## config.mk

```make
export PLATFORM = sky130hd
export DESIGN_NAME = calendar_loaded_seconds_clock
export DESIGN_NICKNAME = d
export VERILOG_FILES = /design/src/clsc_pkg.sv /design/src/calendar_loaded_seconds_clock.sv /design/src/clsc_front.sv /design/src/clsc_queue.sv /design/src/clsc_back.sv
export SDC_FILE = /design/constraint.sdc
export NUM_CORES = 2
export LEC_CHECK = 0
export CAP_MARGIN = 20
export CORE_MARGIN = 5
export CORE_UTILIZATION = 30
export DETAILED_ROUTE_END_ITERATION = 8
export DONT_BUFFER_PORTS = 1
export GPL_ROUTABILITY_DRIVEN = 0
export SKIP_LAST_GASP = 1
export SLEW_MARGIN = 0
export SYNTH_ARGS = -nofsm -noshare
export SYNTH_HDL_FRONTEND = slang
export SYNTH_SLANG_ARGS = --single-unit
```

## constraint.sdc

```tcl
create_clock -name clk -period 12.2 [get_ports clk]
set_input_delay 0 -clock clk [delete_from_list [all_inputs] [get_ports clk]]
set_output_delay 0 -clock clk [all_outputs]
set_load 0.02 [all_outputs]
```

## src/clsc_pkg.sv

```systemverilog
// shared types, constants and helpers for the calendar loaded seconds clock
// no dependencies; used by every module of the block by scoped names
`timescale 1ns / 1ps

package clsc_pkg;

    // command codes on the input tuser
    localparam logic [1:0] CMD_TICK     = 2'd0;
    localparam logic [1:0] CMD_LOAD_DATE = 2'd1;
    localparam logic [1:0] CMD_LOAD_RAW = 2'd2;

    localparam int          SECONDS_WIDTH_DEFAULT = 32;
    localparam logic [15:0] TICKS_PER_SECOND_RESET = 16'd1000;

    localparam logic [11:0] YEAR_BASE        = 12'd1970;
    localparam logic [19:0] DAYS_PER_YEAR    = 20'd365;
    localparam logic [10:0] LEAPS_TO_BASE    = 11'd477;
    localparam logic [16:0] SECONDS_PER_DAY  = 17'd86400;
    localparam logic [16:0] SECONDS_PER_HOUR = 17'd3600;
    localparam logic [16:0] SECONDS_PER_MIN  = 17'd60;
    localparam logic [11:0] YEARS_PER_CENTURY = 12'd100;
    localparam logic [11:0] YEARS_PER_ERA    = 12'd400;
    // 2^22 / 100 rounded up, exact for any 12 bit dividend
    localparam logic [15:0] RECIP_100        = 16'd41944;

    // what the back end does with a queued item
    typedef enum logic [1:0] {
        OP_NOP,
        OP_TICK,
        OP_DATE,
        OP_RAW
    } op_t;

    function automatic logic [5:0] div100(input logic [11:0] n);
        logic [27:0] prod;
        begin
            prod = 28'(n) * 28'(RECIP_100);
            return prod[27:22];
        end
    endfunction

    // days before the first of each month in a common year
    function automatic logic [8:0] month_start_days(input logic [3:0] midx);
        logic [8:0] d;
        begin
            case (midx)
                4'd0:    d = 9'd0;
                4'd1:    d = 9'd31;
                4'd2:    d = 9'd59;
                4'd3:    d = 9'd90;
                4'd4:    d = 9'd120;
                4'd5:    d = 9'd151;
                4'd6:    d = 9'd181;
                4'd7:    d = 9'd212;
                4'd8:    d = 9'd243;
                4'd9:    d = 9'd273;
                4'd10:   d = 9'd304;
                default: d = 9'd334;
            endcase
            return d;
        end
    endfunction

endpackage

```

## src/calendar_loaded_seconds_clock.sv

```systemverilog
// throughput: one item per cycle while each result is taken; the front pipeline,
// the queue and the counter update each handle one item a cycle unless stalled
// reset: asynchronous, clears all counters, empties the pipeline and queue,
// and sets ticks_per_second to 1000
// top level of the seconds clock; depends on clsc_pkg, clsc_front,
// clsc_queue and clsc_back
`timescale 1ns / 1ps

module calendar_loaded_seconds_clock #(
    parameter int SECONDS_WIDTH = clsc_pkg::SECONDS_WIDTH_DEFAULT
) (
    input  logic        clk,
    input  logic        rst_n,
    input  logic        cfg_we,
    input  logic [15:0] cfg_wdata,      // ticks_per_second
    input  logic        s_axis_tvalid,
    output logic        s_axis_tready,
    // second_of_minute, minute_of_hour, hour_of_day, day_of_month,
    // month_of_year, calendar_year, raw_seconds, zero fill
    input  logic [71:0] s_axis_tdata,
    input  logic [2:0]  s_axis_tuser,   // cmd, from_primary
    output logic        m_axis_tvalid,
    input  logic        m_axis_tready,
    // epoch_seconds, boot_seconds, ticks_in_second
    output logic [79:0] m_axis_tdata
);

    logic [15:0]              tps_reg;
    logic                     push_valid;
    logic                     push_ready;
    clsc_pkg::op_t            push_op;
    logic [SECONDS_WIDTH-1:0] push_value;
    logic                     pop_valid;
    logic                     pop_ready;
    clsc_pkg::op_t            pop_op;
    logic [SECONDS_WIDTH-1:0] pop_value;
    logic [31:0]              epoch_seconds;
    logic [31:0]              boot_seconds;
    logic [15:0]              ticks_in_second;

    always_ff @(posedge clk or negedge rst_n)
    begin
        if (!rst_n)
            tps_reg <= clsc_pkg::TICKS_PER_SECOND_RESET;
        else if (cfg_we)
            tps_reg <= cfg_wdata;
    end

    clsc_front #(
        .SECONDS_WIDTH(SECONDS_WIDTH)
    ) u_front (
        .clk              (clk),
        .rst_n            (rst_n),
        .in_valid         (s_axis_tvalid),
        .in_ready         (s_axis_tready),
        .cmd              (s_axis_tuser[1:0]),
        .from_primary     (s_axis_tuser[2]),
        .second_of_minute (s_axis_tdata[5:0]),
        .minute_of_hour   (s_axis_tdata[11:6]),
        .hour_of_day      (s_axis_tdata[16:12]),
        .day_of_month     (s_axis_tdata[21:17]),
        .month_of_year    (s_axis_tdata[25:22]),
        .calendar_year    (s_axis_tdata[37:26]),
        .raw_seconds      (s_axis_tdata[69:38]),
        .push_valid       (push_valid),
        .push_ready       (push_ready),
        .push_op          (push_op),
        .push_value       (push_value)
    );

    clsc_queue #(
        .SECONDS_WIDTH(SECONDS_WIDTH)
    ) u_queue (
        .clk        (clk),
        .rst_n      (rst_n),
        .push_valid (push_valid),
        .push_ready (push_ready),
        .push_op    (push_op),
        .push_value (push_value),
        .pop_valid  (pop_valid),
        .pop_ready  (pop_ready),
        .pop_op     (pop_op),
        .pop_value  (pop_value)
    );

    clsc_back #(
        .SECONDS_WIDTH(SECONDS_WIDTH)
    ) u_back (
        .clk              (clk),
        .rst_n            (rst_n),
        .ticks_per_second (tps_reg),
        .pop_valid        (pop_valid),
        .pop_ready        (pop_ready),
        .pop_op           (pop_op),
        .pop_value        (pop_value),
        .out_valid        (m_axis_tvalid),
        .out_ready        (m_axis_tready),
        .epoch_seconds    (epoch_seconds),
        .boot_seconds     (boot_seconds),
        .ticks_in_second  (ticks_in_second)
    );

    assign m_axis_tdata = {ticks_in_second, boot_seconds, epoch_seconds};

endmodule

```

## src/clsc_front.sv

```systemverilog
// front end: accepts items, classifies them and converts dates to seconds
// four register stages; depends on clsc_pkg
`timescale 1ns / 1ps

module clsc_front #(
    parameter int SECONDS_WIDTH = clsc_pkg::SECONDS_WIDTH_DEFAULT
) (
    input  logic                     clk,
    input  logic                     rst_n,
    input  logic                     in_valid,
    output logic                     in_ready,
    input  logic [1:0]               cmd,
    input  logic                     from_primary,
    input  logic [5:0]               second_of_minute,
    input  logic [5:0]               minute_of_hour,
    input  logic [4:0]               hour_of_day,
    input  logic [4:0]               day_of_month,
    input  logic [3:0]               month_of_year,
    input  logic [11:0]              calendar_year,
    input  logic [31:0]              raw_seconds,
    output logic                     push_valid,
    input  logic                     push_ready,
    output clsc_pkg::op_t            push_op,
    output logic [SECONDS_WIDTH-1:0] push_value
);

    // stage 1: registered input fields
    logic                v1_reg;
    clsc_pkg::op_t       op1_reg;
    logic [5:0]          sec1_reg;
    logic [5:0]          min1_reg;
    logic [4:0]          hour1_reg;
    logic [4:0]          day1_reg;
    logic [3:0]          mon1_reg;
    logic [11:0]         year1_reg;
    logic [31:0]         raw1_reg;

    // stage 2: year days, leap counts, month days, time of day
    logic                v2_reg;
    clsc_pkg::op_t       op2_reg;
    logic [19:0]         ydays2_reg;
    logic [10:0]         leaps2_reg;
    logic                after_base2_reg;
    logic                leap_adj2_reg;
    logic [8:0]          mdays2_reg;
    logic [4:0]          day2_reg;
    logic [16:0]         tod2_reg;
    logic [31:0]         raw2_reg;

    // stage 3: day count including the current day
    logic                v3_reg;
    clsc_pkg::op_t       op3_reg;
    logic [21:0]         days3_reg;
    logic [16:0]         tod3_reg;
    logic [31:0]         raw3_reg;

    // stage 4: day count scaled to seconds
    logic                v4_reg;
    clsc_pkg::op_t       op4_reg;
    logic [38:0]         prod4_reg;
    logic [16:0]         tod4_reg;
    logic [31:0]         raw4_reg;

    logic                en1;
    logic                en2;
    logic                en3;
    logic                en4;
    clsc_pkg::op_t       op_in;

    logic [11:0]         yr_m1;
    logic [11:0]         yr_diff;
    logic [9:0]          q4a;
    logic [5:0]          q100a;
    logic [5:0]          q400a;
    logic [5:0]          q100b;
    logic [5:0]          q400b;
    logic                is_leap;
    logic [3:0]          midx;
    logic [16:0]         tod;
    logic [21:0]         days;
    logic [63:0]         date_sum;

    assign en4      = !v4_reg || push_ready;
    assign en3      = !v3_reg || en4;
    assign en2      = !v2_reg || en3;
    assign en1      = !v1_reg || en2;
    assign in_ready = en1;

    always_comb
    begin
        unique case (cmd)
            clsc_pkg::CMD_TICK:      op_in = from_primary ? clsc_pkg::OP_TICK : clsc_pkg::OP_NOP;
            clsc_pkg::CMD_LOAD_DATE: op_in = clsc_pkg::OP_DATE;
            clsc_pkg::CMD_LOAD_RAW:  op_in = clsc_pkg::OP_RAW;
            default:                 op_in = clsc_pkg::OP_NOP;
        endcase
    end

    // stage 2 logic
    always_comb
    begin
        yr_m1   = year1_reg - 12'd1;
        yr_diff = year1_reg - clsc_pkg::YEAR_BASE;
        q4a     = yr_m1[11:2];
        q100a   = clsc_pkg::div100(yr_m1);
        q400a   = clsc_pkg::div100({2'b00, q4a});
        q100b   = clsc_pkg::div100(year1_reg);
        q400b   = clsc_pkg::div100({2'b00, year1_reg[11:2]});
        is_leap = (year1_reg[1:0] == 2'b00)
               && ((12'(q100b) * clsc_pkg::YEARS_PER_CENTURY != year1_reg)
               ||  (12'(q400b) * clsc_pkg::YEARS_PER_ERA == year1_reg));
        if (mon1_reg == 4'd0)
            midx = 4'd0;
        else if (mon1_reg > 4'd12)
            midx = 4'd11;
        else
            midx = mon1_reg - 4'd1;
        tod = 17'(hour1_reg) * clsc_pkg::SECONDS_PER_HOUR
            + 17'(min1_reg) * clsc_pkg::SECONDS_PER_MIN
            + 17'(sec1_reg);
    end

    // stage 3 logic: one based day leaves the count one high, taken back below
    always_comb
    begin
        days = 22'(ydays2_reg) + 22'(mdays2_reg) + 22'(day2_reg) + 22'(leap_adj2_reg);
        if (after_base2_reg)
            days = days + 22'(leaps2_reg) - 22'(clsc_pkg::LEAPS_TO_BASE);
    end

    assign date_sum   = 64'(prod4_reg) + 64'(tod4_reg) - 64'(clsc_pkg::SECONDS_PER_DAY);
    assign push_valid = v4_reg;
    assign push_op    = op4_reg;
    assign push_value = (op4_reg == clsc_pkg::OP_DATE) ? date_sum[SECONDS_WIDTH-1:0]
                                                       : SECONDS_WIDTH'(raw4_reg);

    always_ff @(posedge clk or negedge rst_n)
    begin
        if (!rst_n)
        begin
            v1_reg <= 1'b0;
            v2_reg <= 1'b0;
            v3_reg <= 1'b0;
            v4_reg <= 1'b0;
        end
        else
        begin
            if (en1)
                v1_reg <= in_valid;
            if (en2)
                v2_reg <= v1_reg;
            if (en3)
                v3_reg <= v2_reg;
            if (en4)
                v4_reg <= v3_reg;
        end
    end

    always_ff @(posedge clk)
    begin
        if (en1)
        begin
            op1_reg   <= op_in;
            sec1_reg  <= second_of_minute;
            min1_reg  <= minute_of_hour;
            hour1_reg <= hour_of_day;
            day1_reg  <= day_of_month;
            mon1_reg  <= month_of_year;
            year1_reg <= calendar_year;
            raw1_reg  <= raw_seconds;
        end
        if (en2)
        begin
            op2_reg         <= op1_reg;
            ydays2_reg      <= (year1_reg > clsc_pkg::YEAR_BASE)
                             ? 20'(yr_diff) * clsc_pkg::DAYS_PER_YEAR : 20'd0;
            leaps2_reg      <= 11'(q4a) - 11'(q100a) + 11'(q400a);
            after_base2_reg <= year1_reg > clsc_pkg::YEAR_BASE;
            leap_adj2_reg   <= is_leap && (midx >= 4'd2);
            mdays2_reg      <= clsc_pkg::month_start_days(midx);
            day2_reg        <= day1_reg;
            tod2_reg        <= tod;
            raw2_reg        <= raw1_reg;
        end
        if (en3)
        begin
            op3_reg   <= op2_reg;
            days3_reg <= days;
            tod3_reg  <= tod2_reg;
            raw3_reg  <= raw2_reg;
        end
        if (en4)
        begin
            op4_reg   <= op3_reg;
            prod4_reg <= 39'(days3_reg) * 39'(clsc_pkg::SECONDS_PER_DAY);
            tod4_reg  <= tod3_reg;
            raw4_reg  <= raw3_reg;
        end
    end

endmodule

```

## src/clsc_queue.sv

```systemverilog
// short queue between the front and back ends of the seconds clock
// four entries of operation and value; depends on clsc_pkg
`timescale 1ns / 1ps

module clsc_queue #(
    parameter int SECONDS_WIDTH = clsc_pkg::SECONDS_WIDTH_DEFAULT
) (
    input  logic                     clk,
    input  logic                     rst_n,
    input  logic                     push_valid,
    output logic                     push_ready,
    input  clsc_pkg::op_t            push_op,
    input  logic [SECONDS_WIDTH-1:0] push_value,
    output logic                     pop_valid,
    input  logic                     pop_ready,
    output clsc_pkg::op_t            pop_op,
    output logic [SECONDS_WIDTH-1:0] pop_value
);

    localparam int DEPTH = 4;
    localparam int PTR_W = $clog2(DEPTH);

    clsc_pkg::op_t            op_mem [DEPTH];
    logic [SECONDS_WIDTH-1:0] value_mem [DEPTH];
    logic [PTR_W-1:0]         head_reg;
    logic [PTR_W-1:0]         tail_reg;
    logic [PTR_W:0]           count_reg;
    logic                     do_push;
    logic                     do_pop;

    assign push_ready = count_reg != (PTR_W + 1)'(DEPTH);
    assign pop_valid  = count_reg != '0;
    assign do_push    = push_valid && push_ready;
    assign do_pop     = pop_valid && pop_ready;
    assign pop_op     = op_mem[head_reg];
    assign pop_value  = value_mem[head_reg];

    always_ff @(posedge clk or negedge rst_n)
    begin
        if (!rst_n)
        begin
            head_reg  <= '0;
            tail_reg  <= '0;
            count_reg <= '0;
        end
        else
        begin
            if (do_push)
                tail_reg <= tail_reg + 1'b1;
            if (do_pop)
                head_reg <= head_reg + 1'b1;
            if (do_push && !do_pop)
                count_reg <= count_reg + 1'b1;
            else if (do_pop && !do_push)
                count_reg <= count_reg - 1'b1;
        end
    end

    always_ff @(posedge clk)
    begin
        if (do_push)
        begin
            op_mem[tail_reg]    <= push_op;
            value_mem[tail_reg] <= push_value;
        end
    end

endmodule

```

## src/clsc_back.sv

```systemverilog
// back end: holds the tick, boot and epoch counters and presents the result
// the counter registers double as the output register; depends on clsc_pkg
`timescale 1ns / 1ps

module clsc_back #(
    parameter int SECONDS_WIDTH = clsc_pkg::SECONDS_WIDTH_DEFAULT
) (
    input  logic                     clk,
    input  logic                     rst_n,
    input  logic [15:0]              ticks_per_second,
    input  logic                     pop_valid,
    output logic                     pop_ready,
    input  clsc_pkg::op_t            pop_op,
    input  logic [SECONDS_WIDTH-1:0] pop_value,
    output logic                     out_valid,
    input  logic                     out_ready,
    output logic [31:0]              epoch_seconds,
    output logic [31:0]              boot_seconds,
    output logic [15:0]              ticks_in_second
);

    logic                     out_valid_reg;
    logic [15:0]              sub_reg;
    logic [15:0]              sub_next;
    logic [SECONDS_WIDTH-1:0] uptime_reg;
    logic [SECONDS_WIDTH-1:0] uptime_next;
    logic [SECONDS_WIDTH-1:0] wall_reg;
    logic [SECONDS_WIDTH-1:0] wall_next;
    logic [16:0]              tick_count;
    logic                     do_pop;

    // a new item is applied only once the previous result has been taken
    assign pop_ready       = !out_valid_reg || out_ready;
    assign do_pop          = pop_valid && pop_ready;
    assign out_valid       = out_valid_reg;
    assign epoch_seconds   = wall_reg[31:0];
    assign boot_seconds    = uptime_reg[31:0];
    assign ticks_in_second = sub_reg;
    assign tick_count      = 17'(sub_reg) + 17'd1;

    always_comb
    begin
        sub_next    = sub_reg;
        uptime_next = uptime_reg;
        wall_next   = wall_reg;
        case (pop_op) inside
            clsc_pkg::OP_TICK:
            begin
                if (tick_count >= 17'(ticks_per_second))
                begin
                    sub_next    = '0;
                    uptime_next = uptime_reg + 1'b1;
                    wall_next   = wall_reg + 1'b1;
                end
                else
                begin
                    sub_next = tick_count[15:0];
                end
            end
            clsc_pkg::OP_DATE, clsc_pkg::OP_RAW:
            begin
                wall_next = pop_value;
            end
            default:
            begin
                sub_next = sub_reg;
            end
        endcase
    end

    always_ff @(posedge clk or negedge rst_n)
    begin
        if (!rst_n)
        begin
            out_valid_reg <= 1'b0;
            sub_reg       <= '0;
            uptime_reg    <= '0;
            wall_reg      <= '0;
        end
        else
        begin
            if (pop_ready)
                out_valid_reg <= pop_valid;
            if (do_pop)
            begin
                sub_reg    <= sub_next;
                uptime_reg <= uptime_next;
                wall_reg   <= wall_next;
            end
        end
    end

endmodule
```

==> qor.yml <==
yosys:
  synth-edff-count: 455
  syn_avg_cell_area_um2: 11.3
  synth_top_area_share_pct: 33.9
  synth_seq_cells: 563
  synth_cells: 3567
  synth_area_leader_cell: "edfxtp_1"
  synthFlopType: "edfxtp_1"
  synth_most_common_cell: "inv_1"
  syn-cell-area_um2: 40300
  async_flop_share_pct: 19.2
  yosysWarnings: 0
  ys_types: 103
  synth_nets: 4398
  synthTopCellsByCount: "inv_1 (630), ha_1 (519), edfxtp_1 (455)"
  synth.top_cells.by_area: "edfxtp_1 (34%), ha_1 (16%), fa_1 (11%), dfrtp_1 (6.3%), inv_1 (5.9%)"
  ys_seq_area_share_pct: 40.7
run:
  maxCapViolCount: 0
placed_design:
  dp_hpwl_um: 66400
  numPortBuffers: 0
global_routing:
  grt_pass1_wl_um: 141000
  first_global_vias: 26300
  track_usage_pct: 12.2
  grt_max_degree: 103
  grt_overflow: 0
  antenna_found_initial: 3
run_status:
  status: "complete, no violations"
critical_path:
  path_common_cell: "inv_1"
  cp.required_ns: 12.57
  start_kind: "flop"
  critical_path_class: "flop to flop"
  slowest_stage: "edfxtp_1"
  cp.arrival_ns: 10.76
  end_kind: "flop"
  cp_max_fo: 9
  slowest_delay_ns: 0.58
floorplan:
  io_pins: 178
  core_um2: 133000
  chipHeight_um: 376
  dieArea_um2: 142000
  rows: 134
  start_util_pct: 30.2
  die_x_um: 376
route:
  post-route-drc-count: 0
  vias: 25600
  wire_per_inst_um: 15.7
  wirelength_um: 87200
  drt_iter0_markers: 1216
  drt_first_pass_iters: 5
  viasPerCell: 4.60
  antenna_left: 0
cts:
  worst_skew_pair.late_latency_ns: 0.65
  cts_buffers: 61
  clk_path_buf_depth: 3
  root_buffer: "clkbuf_16"
  numClockSinks: 563
  holdBufCountCts: 170
  htree_levels: 2
  post_cts_buffers: 0
  cts_resized: 0
  clk_pin_slew_ns: 0.06
  cts_tree: "yes"
finish:
  drive_gt1_share_pct: 5.65
  n_fill_cell: 13200
  nNetsFinal: 4583
  top_register: "u_queue.value_mem"
  area_delta_synth_final_pct: 14.6
  largest_reg_flops: 128
sta:
  finalSetupTns_ns: 0
  post-route-min-period_ns: 10.39
  max_freq_mhz: 96.3
  tightestPinTransition_ns: 1.08
  setup_violations: 0
  hold_viol: 0
  skew_ns: 0.0227
  rsz0062_at_grt: "false"
  slew_headroom_pct: 28.0
  drv_slew: 0
  min_period_over_period_pct: 85.2
worst_hold_path:
  hp-class: "primary input to flop"
## kinds of logic (layout without fill, tap and decap cells)
family                   after synthesis  count (layout)  synth area share (%)
AND/OR/NAND/NOR                      701             701                  8.53
adder cells (fa/ha/maj)              736             736                  26.9
multiplexers                          53              53                  2.40
AO/OA/AOI/OAI                        560             560                  9.35
buffers and inverters                704             940                  6.63
XOR/XNOR                             250             250                  5.54
other                                  0               2                     0
flip-flops                           563             563                  40.7
## metrics by stage
stage	hold WS, ns	worst slack [ns]	util [%]	instance area, um^2	std cells
floorplan	-0.296	2.87	-	40300	3567
global placement	-0.293	1.90	31.8	42400	5285
detailed placement	-0.292	1.84	31.8	42400	5285
CTS	0.00355	1.80	34.6	46100	5569
global route	0.00299	1.09	34.6	46200	5571
finish	0.0297	1.81	34.6	46200	5573
## placed cells by master, fill, tap and decap left out, types with 14 or more instances in the layout
master and n:
and3_1 41, o21bai_1 27, nand4_1 33, and2_1 21
o21a_1 17, nor2b_1 25, a21oi_1 127, dlygate4sd3_1 169
o31ai_1 15, xnor2_1 176, nor3_1 62, ha_1 519
inv_1 629, nand2_1 208, xor2_1 71, clkbuf_16 62
o21ai_0 129, a21o_1 66, clkbuf_1 14, nand3_1 75
edfxtp_1 455, mux4_2 34, a2bb2oi_1 26, buf_4 23
nand2b_1 22, a31oi_1 33, fa_1 216, dfrtp_1 101
nor2_1 143
## area by class of cell
| class | count | area [um^2] | share of cell area (%) |
|---|---|---|---|
| sequential | 563 | 16400 | 35.5 |
| clock buffer | 77 | 1620 | 3.50 |
| antenna | 2 | 5.00 | 0.0108 |
| timing repair buffer | 195 | 1930 | 4.17 |
| multi-input combinational | 2300 | 21300 | 46.1 |
| tap | 1768 | 2210 | 4.79 |
| inverter | 631 | 2370 | 5.13 |
| clock inverter | 37 | 380 | 0.824 |
## path summary, 6_finish.rpt
check	slack [ns]	to	cells after the start	from
min reg2reg	0.42	u_front.tod4_reg[2]$_DFFE_PP_	0	u_front.tod3_reg[2]$_DFFE_PP_
min in group asynchronous	0.52	tps_reg[3]$_DFFE_PN1P_	3	rst_n
max reg2reg	1.81	u_front.leaps2_reg[10]$_DFFE_PP_	40	u_front.year1_reg[1]$_DFFE_PP_
max	1.81	u_front.leaps2_reg[10]$_DFFE_PP_	40	u_front.year1_reg[1]$_DFFE_PP_
max in group asynchronous	11.12	u_queue.head_reg[0]$_DFFE_PN0P_	4	rst_n
min	0.03	u_front.day1_reg[3]$_DFFE_PP_	1	s_axis_tdata[20]
## critical path: cells and delay by family, from the launching register on
kind,cells,cell delay (ns)
flip-flops,1,0.58
XOR/XNOR,4,0.76
AND/OR/NAND/NOR,6,1.32
buffers and inverters,7,0.87
adder cells (fa/ha/maj),10,4.03
AO/OA/AOI/OAI,13,2.54
## per-layer routing
layer  GRT usage (%)  share of wire, %  wire length (um)
met1            16.1                46             39800
met2            21.1                48             42300
met3            2.13               4.2              3670
met4            2.50               1.7              1490
met5               0             0.014                12
Power is not shown: default switching activity piles up to over one toggle a cycle in this logic, so the estimate is an artifact.
